==> config.mk <==
export PLATFORM = sky130hd
export DESIGN_NAME = coalescing_range_allocator_unit
export DESIGN_NICKNAME = d
export VERILOG_FILES = /design/src/rtl/cra_pkg.sv /design/src/rtl/cra_alu.sv /design/src/rtl/coalescing_range_allocator_unit.sv
export SDC_FILE = /design/constraint.sdc
export NUM_CORES = 2
export LEC_CHECK = 0
export ABC_AREA = 1
export BUFFER_PORTS_ARGS = -buffer_cell sky130_fd_sc_hd__clkbuf_2
export CAP_MARGIN = 30
export CORE_ASPECT_RATIO = 1.4
export CORE_MARGIN = 1.5
export CORE_UTILIZATION = 41
export CTS_CLUSTER_SIZE = 8
export DETAILED_ROUTE_END_ITERATION = 7
export RECOVER_POWER = 50
export SLEW_MARGIN = 40
export SYNTH_ARGS = -nofsm -noshare
export SYNTH_HDL_FRONTEND = slang
export SYNTH_SLANG_ARGS = --single-unit
==> constraint.sdc <==
create_clock -name clk -period 10.2 [get_ports clk]
set_input_delay 2.04 -clock clk [delete_from_list [all_inputs] [get_ports clk]]
set_output_delay 2.04 -clock clk [all_outputs]
set_load 0.02 [all_outputs]
==> src/rtl/cra_pkg.sv <==
// Shared types, widths and codes of the coalescing range allocator.
package cra_pkg;

  localparam int PAGE_W = 36;
  localparam int LEN_W = 24;
  localparam int FREE_SLOTS_DEF = 32;

  localparam logic [1:0] ST_OK = 2'd0;
  localparam logic [1:0] ST_NO_SPACE = 2'd1;
  localparam logic [1:0] ST_TABLE_FULL = 2'd2;
  localparam logic [1:0] ST_INVALID = 2'd3;

  localparam logic REG_POOL_FIRST = 1'b0;
  localparam logic REG_POOL_PAGES = 1'b1;

  localparam logic OP_TAKE = 1'b0;
  localparam logic OP_RELEASE = 1'b1;

  localparam logic [PAGE_W-1:0] PAGE_MAX = '1;

  typedef struct packed {
    logic [LEN_W-1:0]  len;
    logic [PAGE_W-1:0] start;
  } entry_t;

  typedef struct packed {
    logic            sub;
    logic [PAGE_W:0] a;
    logic [PAGE_W:0] b;
  } alu_req_t;

endpackage

==> src/rtl/cra_alu.sv <==
// Shared add and subtract unit; the top bit of a difference flags a borrow.
module cra_alu
  import cra_pkg::*;
(
  input  alu_req_t          req,
  output logic [PAGE_W+1:0] res
);

  always_comb begin
    if (req.sub) begin
      res = {1'b0, req.a} - {1'b0, req.b};
    end else begin
      res = {1'b0, req.a} + {1'b0, req.b};
    end
  end

endmodule

==> src/rtl/coalescing_range_allocator_unit.sv <==
// Top level of the coalescing range allocator: sequencer, free table and shared adder.
//
// Input transfers on the s_ group carry one request: s_tuser is the operation (0 take,
// 1 release), s_tdata holds the start page and the length in pages. Each request gives
// exactly one result on the m_ group: m_tuser is the status, m_tdata the granted page.
// Configuration writes on the cfg_ group set the pool start (index 0) and the pool size
// (index 1); they are latched into the allocator on the first take after reset.
// How long a request occupies the block grows with the number of free table entries in
// use: the table is scanned one entry a cycle through its one read port, and a removal
// or an insertion moves the entries behind it one a cycle. The next request is taken
// only after the result has gone into the output register.
// All page and length arithmetic goes through the one shared adder, one step a
// cycle. s_tready is high only while the block is idle, so one request is in work at a
// time. The result waits in an output register; while the receiver stalls, the block
// still takes the next request and holds its finished result until the register frees.
// Reset empties the free table, clears the cursor and the pool latch and drops any
// pending result. The table needs no clearing pass.
module coalescing_range_allocator_unit
  import cra_pkg::*;
#(
  parameter int FREE_SLOTS = FREE_SLOTS_DEF
) (
  input  logic        clk,
  input  logic        rst,
  input  logic        s_tvalid,
  output logic        s_tready,
  input  logic [63:0] s_tdata,   // range_page [35:0], range_pages [59:36]
  input  logic        s_tuser,   // operation [0]
  output logic        m_tvalid,
  input  logic        m_tready,
  output logic [39:0] m_tdata,   // granted_page [35:0]
  output logic [1:0]  m_tuser,   // status [1:0]
  input  logic        cfg_valid,
  output logic        cfg_ready,
  input  logic        cfg_index,
  input  logic [35:0] cfg_data
);

  localparam int AW = $clog2(FREE_SLOTS);
  localparam int CW = $clog2(FREE_SLOTS + 1);
  localparam int XW = PAGE_W + 1 - LEN_W;

  localparam logic [3:0] S_IDLE = 4'd0;
  localparam logic [3:0] S_START = 4'd1;
  localparam logic [3:0] S_REL_END = 4'd2;
  localparam logic [3:0] S_SCAN = 4'd3;
  localparam logic [3:0] S_SPLIT = 4'd4;
  localparam logic [3:0] S_BUMP = 4'd5;
  localparam logic [3:0] S_BUMP_ADV = 4'd6;
  localparam logic [3:0] S_PSUM = 4'd7;
  localparam logic [3:0] S_PCHK = 4'd8;
  localparam logic [3:0] S_SSUM = 4'd9;
  localparam logic [3:0] S_SCHK = 4'd10;
  localparam logic [3:0] S_CUR = 4'd11;
  localparam logic [3:0] S_INS = 4'd12;
  localparam logic [3:0] S_SHUP = 4'd13;
  localparam logic [3:0] S_SHDN = 4'd14;
  localparam logic [3:0] S_DONE = 4'd15;

  logic [3:0]        state;
  logic [3:0]        ret;
  logic              op;
  logic [PAGE_W-1:0] beg;
  logic [LEN_W-1:0]  size;
  logic [PAGE_W:0]   end_pg;
  logic [PAGE_W:0]   tmp;
  logic [CW-1:0]     cnt;
  logic [CW-1:0]     idx;
  logic [CW-1:0]     pos;
  logic [CW-1:0]     sh_k;
  logic [PAGE_W-1:0] cursor;
  logic [PAGE_W-1:0] limit;
  logic              started;
  logic [PAGE_W-1:0] pool_first;
  logic [LEN_W-1:0]  pool_pages;
  logic              have_pred;
  logic [PAGE_W-1:0] pred_start;
  logic [LEN_W-1:0]  pred_len;
  logic              succ_valid;
  logic [PAGE_W-1:0] succ_start;
  logic [LEN_W-1:0]  succ_len;
  logic              pmerge;
  logic              smerge;
  logic [LEN_W-1:0]  diff_len;
  logic [PAGE_W-1:0] grant;
  logic [1:0]        status;

  entry_t            mem [FREE_SLOTS];
  entry_t            rdata;
  entry_t            wdata;
  logic [AW-1:0]     raddr;
  logic [AW-1:0]     waddr;
  logic              we;

  alu_req_t          alu_req;
  logic [PAGE_W+1:0] alu_res;

  logic [CW-1:0]     idx_inc;
  logic [CW-1:0]     pos_dec;
  logic [CW-1:0]     pos_adj;
  logic [CW-1:0]     adj_inc;
  logic [CW-1:0]     cnt_dec;
  logic [CW-1:0]     shk_inc2;
  logic [CW-1:0]     shk_dec2;
  logic [CW:0]       shk_inc;
  logic              shk_more;
  logic              s_fire;
  logic              out_free;
  logic              pred_merge;
  logic              succ_merge;
  logic              bump_fail;
  logic [PAGE_W:0]   size_x;

  cra_alu u_alu (
    .req(alu_req),
    .res(alu_res)
  );

  assign s_tready = (state == S_IDLE);
  assign cfg_ready = 1'b1;
  assign s_fire = s_tvalid && s_tready;
  assign out_free = !m_tvalid || m_tready;

  assign size_x = {{XW{1'b0}}, size};
  assign idx_inc = idx + CW'(1);
  assign pos_dec = pos - CW'(1);
  assign pos_adj = pmerge ? pos_dec : pos;
  assign adj_inc = pos_adj + CW'(1);
  assign cnt_dec = cnt - CW'(1);
  assign shk_inc2 = sh_k + CW'(2);
  assign shk_dec2 = sh_k - CW'(2);
  assign shk_inc = {1'b0, sh_k} + {{CW{1'b0}}, 1'b1};
  assign shk_more = shk_inc < {1'b0, cnt};

  assign pred_merge = have_pred && (tmp == {1'b0, beg}) && (alu_res[PAGE_W+1:LEN_W] == '0);
  assign succ_merge = succ_valid && ({1'b0, succ_start} == end_pg) &&
                      (alu_res[PAGE_W+1:LEN_W] == '0);
  assign bump_fail = (cursor == '0) || alu_res[PAGE_W+1] || (size_x > alu_res[PAGE_W:0]);

  always_comb begin
    alu_req = '0;
    raddr = '0;
    we = 1'b0;
    waddr = '0;
    wdata = rdata;
    unique case (state)
      S_START: begin
        alu_req = '{sub: 1'b0, a: {1'b0, pool_first}, b: {{XW{1'b0}}, pool_pages}};
      end
      S_REL_END: begin
        alu_req = '{sub: 1'b0, a: {1'b0, beg}, b: size_x};
      end
      S_SCAN: begin
        raddr = idx_inc[AW-1:0];
        if (op == OP_TAKE) begin
          alu_req = '{sub: 1'b1, a: {{XW{1'b0}}, rdata.len}, b: size_x};
        end else begin
          alu_req = '{sub: 1'b1, a: {1'b0, rdata.start}, b: {1'b0, beg}};
        end
      end
      S_SPLIT: begin
        alu_req = '{sub: 1'b0, a: {1'b0, grant}, b: size_x};
        we = 1'b1;
        waddr = idx[AW-1:0];
        wdata = '{len: diff_len, start: alu_res[PAGE_W-1:0]};
      end
      S_BUMP: begin
        alu_req = '{sub: 1'b1, a: {1'b0, limit}, b: {1'b0, cursor}};
      end
      S_BUMP_ADV: begin
        alu_req = '{sub: 1'b0, a: {1'b0, cursor}, b: size_x};
      end
      S_PSUM: begin
        alu_req = '{sub: 1'b0, a: {1'b0, pred_start}, b: {{XW{1'b0}}, pred_len}};
      end
      S_PCHK: begin
        alu_req = '{sub: 1'b1, a: end_pg, b: {1'b0, pred_start}};
        raddr = pos[AW-1:0];
      end
      S_SSUM: begin
        alu_req = '{sub: 1'b0, a: end_pg, b: {{XW{1'b0}}, succ_len}};
      end
      S_SCHK: begin
        alu_req = '{sub: 1'b1, a: tmp, b: {1'b0, beg}};
        raddr = adj_inc[AW-1:0];
      end
      S_INS: begin
        alu_req = '{sub: 1'b1, a: end_pg, b: {1'b0, beg}};
        raddr = cnt_dec[AW-1:0];
      end
      S_SHUP: begin
        we = 1'b1;
        if (sh_k > pos) begin
          waddr = sh_k[AW-1:0];
          raddr = shk_dec2[AW-1:0];
        end else begin
          waddr = pos[AW-1:0];
          wdata = '{len: diff_len, start: beg};
        end
      end
      S_SHDN: begin
        if (shk_more) begin
          we = 1'b1;
          waddr = sh_k[AW-1:0];
          raddr = shk_inc2[AW-1:0];
        end
      end
      default: ;
    endcase
  end

  always_ff @(posedge clk) begin
    if (we) begin
      mem[waddr] <= wdata;
    end
    rdata <= mem[raddr];
  end

  always_ff @(posedge clk) begin
    if (rst) begin
      state <= S_IDLE;
      ret <= S_IDLE;
      cnt <= '0;
      cursor <= '0;
      limit <= '0;
      started <= 1'b0;
      pool_first <= '0;
      pool_pages <= '0;
      m_tvalid <= 1'b0;
    end else begin
      if (cfg_valid && cfg_ready) begin
        unique case (cfg_index)
          REG_POOL_FIRST: pool_first <= cfg_data;
          REG_POOL_PAGES: pool_pages <= cfg_data[LEN_W-1:0];
          default: ;
        endcase
      end
      if (m_tready && state != S_DONE) begin
        m_tvalid <= 1'b0;
      end
      unique case (state)
        S_IDLE: begin
          if (s_fire) begin
            op <= s_tuser;
            beg <= s_tdata[PAGE_W-1:0];
            size <= s_tdata[PAGE_W+LEN_W-1:PAGE_W];
            grant <= '0;
            if (s_tdata[PAGE_W+LEN_W-1:PAGE_W] == '0) begin
              status <= ST_INVALID;
              state <= S_DONE;
            end else if (s_tuser == OP_TAKE) begin
              status <= ST_OK;
              state <= S_START;
            end else begin
              status <= ST_OK;
              state <= S_REL_END;
            end
          end
        end
        S_START: begin
          if (!started) begin
            started <= 1'b1;
            if (pool_first != '0) begin
              cursor <= pool_first;
              limit <= alu_res[PAGE_W] ? PAGE_MAX : alu_res[PAGE_W-1:0];
            end
          end
          idx <= '0;
          state <= S_SCAN;
        end
        S_REL_END: begin
          end_pg <= alu_res[PAGE_W:0];
          have_pred <= 1'b0;
          idx <= '0;
          state <= S_SCAN;
        end
        S_SCAN: begin
          if (op == OP_TAKE) begin
            if (idx == cnt) begin
              state <= S_BUMP;
            end else if (!alu_res[PAGE_W+1]) begin
              grant <= rdata.start;
              if (alu_res == '0) begin
                sh_k <= idx;
                ret <= S_DONE;
                state <= S_SHDN;
              end else begin
                diff_len <= alu_res[LEN_W-1:0];
                state <= S_SPLIT;
              end
            end else begin
              idx <= idx_inc;
            end
          end else begin
            if (idx == cnt || !alu_res[PAGE_W+1]) begin
              pos <= idx;
              succ_valid <= (idx != cnt);
              succ_start <= rdata.start;
              succ_len <= rdata.len;
              state <= S_PSUM;
            end else begin
              have_pred <= 1'b1;
              pred_start <= rdata.start;
              pred_len <= rdata.len;
              idx <= idx_inc;
            end
          end
        end
        S_SPLIT: begin
          state <= S_DONE;
        end
        S_BUMP: begin
          if (bump_fail) begin
            status <= ST_NO_SPACE;
            state <= S_DONE;
          end else begin
            grant <= cursor;
            state <= S_BUMP_ADV;
          end
        end
        S_BUMP_ADV: begin
          cursor <= alu_res[PAGE_W-1:0];
          state <= S_DONE;
        end
        S_PSUM: begin
          tmp <= alu_res[PAGE_W:0];
          pmerge <= 1'b0;
          smerge <= 1'b0;
          state <= S_PCHK;
        end
        S_PCHK: begin
          if (pred_merge) begin
            beg <= pred_start;
            pmerge <= 1'b1;
            sh_k <= pos_dec;
            ret <= S_SSUM;
            state <= S_SHDN;
          end else begin
            state <= S_SSUM;
          end
        end
        S_SSUM: begin
          tmp <= alu_res[PAGE_W:0];
          state <= S_SCHK;
        end
        S_SCHK: begin
          if (succ_merge) begin
            end_pg <= tmp;
            smerge <= 1'b1;
            sh_k <= pos_adj;
            ret <= S_CUR;
            state <= S_SHDN;
          end else begin
            state <= S_CUR;
          end
        end
        S_CUR: begin
          if (end_pg == {1'b0, cursor}) begin
            cursor <= beg;
            state <= S_DONE;
          end else if (!smerge && succ_valid && succ_start == beg) begin
            state <= S_DONE;
          end else if (cnt == CW'(FREE_SLOTS)) begin
            status <= ST_TABLE_FULL;
            state <= S_DONE;
          end else begin
            state <= S_INS;
          end
        end
        S_INS: begin
          diff_len <= alu_res[LEN_W-1:0];
          pos <= pos_adj;
          sh_k <= cnt;
          state <= S_SHUP;
        end
        S_SHUP: begin
          if (sh_k > pos) begin
            sh_k <= sh_k - CW'(1);
          end else begin
            cnt <= cnt + CW'(1);
            state <= S_DONE;
          end
        end
        S_SHDN: begin
          if (shk_more) begin
            sh_k <= shk_inc[CW-1:0];
          end else begin
            cnt <= cnt_dec;
            state <= ret;
          end
        end
        S_DONE: begin
          if (out_free) begin
            m_tvalid <= 1'b1;
            m_tuser <= status;
            m_tdata <= {4'b0, (status == ST_OK) ? grant : {PAGE_W{1'b0}}};
            state <= S_IDLE;
          end
        end
        default: state <= S_IDLE;
      endcase
    end
  end

endmodule

==> results.py <==
metrics = {
    "layout": {
        "drive_gt1_share_pct": 7.442,
        "design_area_um2": 127300,
        "syn2layout_area_growth_pct": 14.01,
        "nNetsFinal": 10870,
        "finalNonFillerCells": 14420,
    },
    "synth": {
        "netlist_area_um2": 111600,
        "synth_cell_types": 61,
        "postSynthCellCount": 10470,
        "synth-edff-count": 2297,
        "yosysTopAreaCell": "edfxtp_1",
        "postSynthAreaPerCell_um2": 10.66,
        "synth_most_common_cell": "nand2_1",
        "synthTopCellsByCount": "nand2_1 (2323), edfxtp_1 (2297), inv_1 (1502)",
        "yosysSeqAreaShare_pct": 65.50,
        "synth-main-ff-cell": "edfxtp_1",
        "synth_top_area_share_pct": 61.79,
        "ys_top_cells_by_area": "edfxtp_1 (62%), nand2_1 (7.8%), o211ai_1 (6.2%)",
        "synthArstFlopShare_pct": 0,
        "ys_seq_elements": 2504,
        "yosysWarnings": 0,
    },
    "floorplanning": {
        "initial_core_util_pct": 41.25,
        "die_w_um": 444.0,
        "core_area_um2": 270600,
        "rows": 226,
        "dieHeight_um": 620.4,
        "die_area_um2": 275500,
        "io_pins": 152,
    },
    "worst_setup_path": {
        "crit_path_max_incr_delay_ns": 1.20,
        "cpMostUsedCell": "nand2_1",
        "endpoint_kind": "flop",
        "cp_slowest_cell": "clkbuf_1",
        "crit_path_start_kind": "flop",
        "path_max_fanout": 20,
        "criticalPathCategory": "flop to flop",
        "cp.required_ns": 10.71,
        "crit_arrival_ns": 9.84,
    },
    "drt": {
        "routed-via-count": 81260,
        "dr.pass1.iters": 8,
        "drt_iter0_drc": 8713,
        "drc": 0,
        "wl_per_cell_um": 27.47,
        "ant_nets": 0,
        "drt-total-wl_um": 396000,
        "avgViaCountPerCell": 5.637,
    },
    "place": {
        "post-place-cells": 13860,
        "dpl.hpwl_um": 248500,
        "portBuffers": 142,
        "place_area_um2": 117900,
        "place.gp.congestion": 1.049,
        "dp_slack_ns": 1.850,
    },
    "global_route": {
        "grt.total_usage_pct": 28.17,
        "grt_pass1_wl_um": 557200,
        "first_global_vias": 77910,
        "antenna_found_initial": 14,
        "grt_start_max_net_pins": 224,
        "overflow": 0,
    },
    "clock_network": {
        "post_cts.repair.setup_buffers": 0,
        "root_buffer": "clkbuf_16",
        "cts-resized-gates": 0,
        "hold_buffers": 0,
        "cts_tree": "yes",
        "cts_sinks": 2504,
        "cts-buffers-inserted": 355,
        "htreeDepth": 5,
        "clk_path_buf_depth": 4,
        "path_clk_slew_ns": 0.05,
        "clk_latency_ns": 0.87,
    },
    "timing": {
        "final.min_clock_period_ns": 9.321,
        "fmax_mhz": 107.3,
        "min_period_over_period_pct": 91.38,
        "hold_violations": 0,
        "slew_violations": 1899,
        "finalSetupViolations": 0,
        "tightestPinTransition_ns": 4.234,
        "fin_tns_setup_ns": 0,
        "slew_headroom_pct": -182.3,
        "skew_ns": 0.05907,
        "layout_setup_ws_ns": 0.8792,
        "rsz0062_at_grt": "no",
    },
    "flow_run": {
        "drv_cap": 62,
    },
    "status": {
        "status": "finished with violations",
        "violations": "capacitance limit, slew limit",
    },
    "pwr": {
        "p_leak_nw": 47.38,
        "powerDensity_nw_per_um2": 374.7,
        "power.total_w": 0.04769,
        "peakVddDrop_v": 0.0003915,
    },
    "hold_path": {
        "hp-class": "flop to flop",
    },
}
-- state kept, by name (all words and copies together), names as in the netlist, 37 cells and up --
name    cells
mem      1920
rdata      60
end_pg     37
tmp        37
-- area by class of cell --
type	instances	area, µm²
diodes	24	60.06
clock buffers	516	9635
well taps	3534	4422
fillers	24570	143300
clock inverters	16	251.5
inverters	1526	5752
flip-flops and latches	2504	73120
repair buffers	437	3094
multi-input cells	5859	30940
-- layout by cell type (no fill, tap or decap), types with 206 or more instances in the layout --
| cell type | count |
|---|---|
| o21ai_0 | 768 |
| inv_1 | 1501 |
| o211ai_1 | 925 |
| clkbuf_16 | 361 |
| clkbuf_1 | 286 |
| nor2_1 | 464 |
| dfxtp_1 | 206 |
| nand2_1 | 2324 |
| edfxtp_1 | 2297 |
| nand3_1 | 429 |
-- path summary, 6_finish.rpt --
path              cells after the start                  start                        to  slack (ns)
setup reg to reg                     35  state[0]$_SDFFE_PP0P_       grant[11]$_DFFE_PP_        0.88
setup / recovery                     35  state[0]$_SDFFE_PP0P_       grant[11]$_DFFE_PP_        0.88
hold / removal                        0      rdata[33]$_DFF_P_  succ_start[33]$_DFFE_PP_        0.46
hold reg to reg                       0      rdata[33]$_DFF_P_  succ_start[33]$_DFFE_PP_        0.46
-- through the flow --
step	hold slack [ns]	utilization, %
5_1_grt	0.4711	47.02
3_5_place_dp	0.4481	43.56
3_3_place_gp	0.4415	43.41
6_report	0.4607	47.03
2_1_floorplan	0.4174	-
4_1_cts	0.4608	47.21
-- worst max-delay path: cells and delay by family, from the launching register on --
family	cells	cell delay [ns]
simple gates	23	3.88
buf+inv	6	2.22
fa+ha+maj	2	1.05
compound gates	2	0.85
flops	1	0.53
xor+xnor	2	0.39
-- power by group --
| part | internal [W] | switching (W) | leakage [nW] |
|---|---|---|---|
| logic | 0.00529 | 0.0164 | 20.1 |
| registers | 0.0146 | 0.000700 | 22.5 |
| clock network | 0.00645 | 0.00433 | 4.76 |
| total | 0.0263 | 0.0214 | 47.4 |
-- metal layers --
metal	routed length [µm]	track usage (%)	part of all wire, %	vias up
li1	-	-	-	36930
met1	146300	33.19	37	39660
met2	195500	48.94	49	3705
met3	27050	3.721	6.8	960
met4	27110	16.99	6.8	6
met5	38	0	0.0096	-
-- logic make-up after synthesis --
family          synth area share (%)
buf+inv                        7.207
flops                          65.50
compound gates                 12.96
xor+xnor                      0.9180
fa+ha+maj                     0.9146
simple gates                   12.49
other cells                 0.006728
Power figures use the tool's default switching activity.
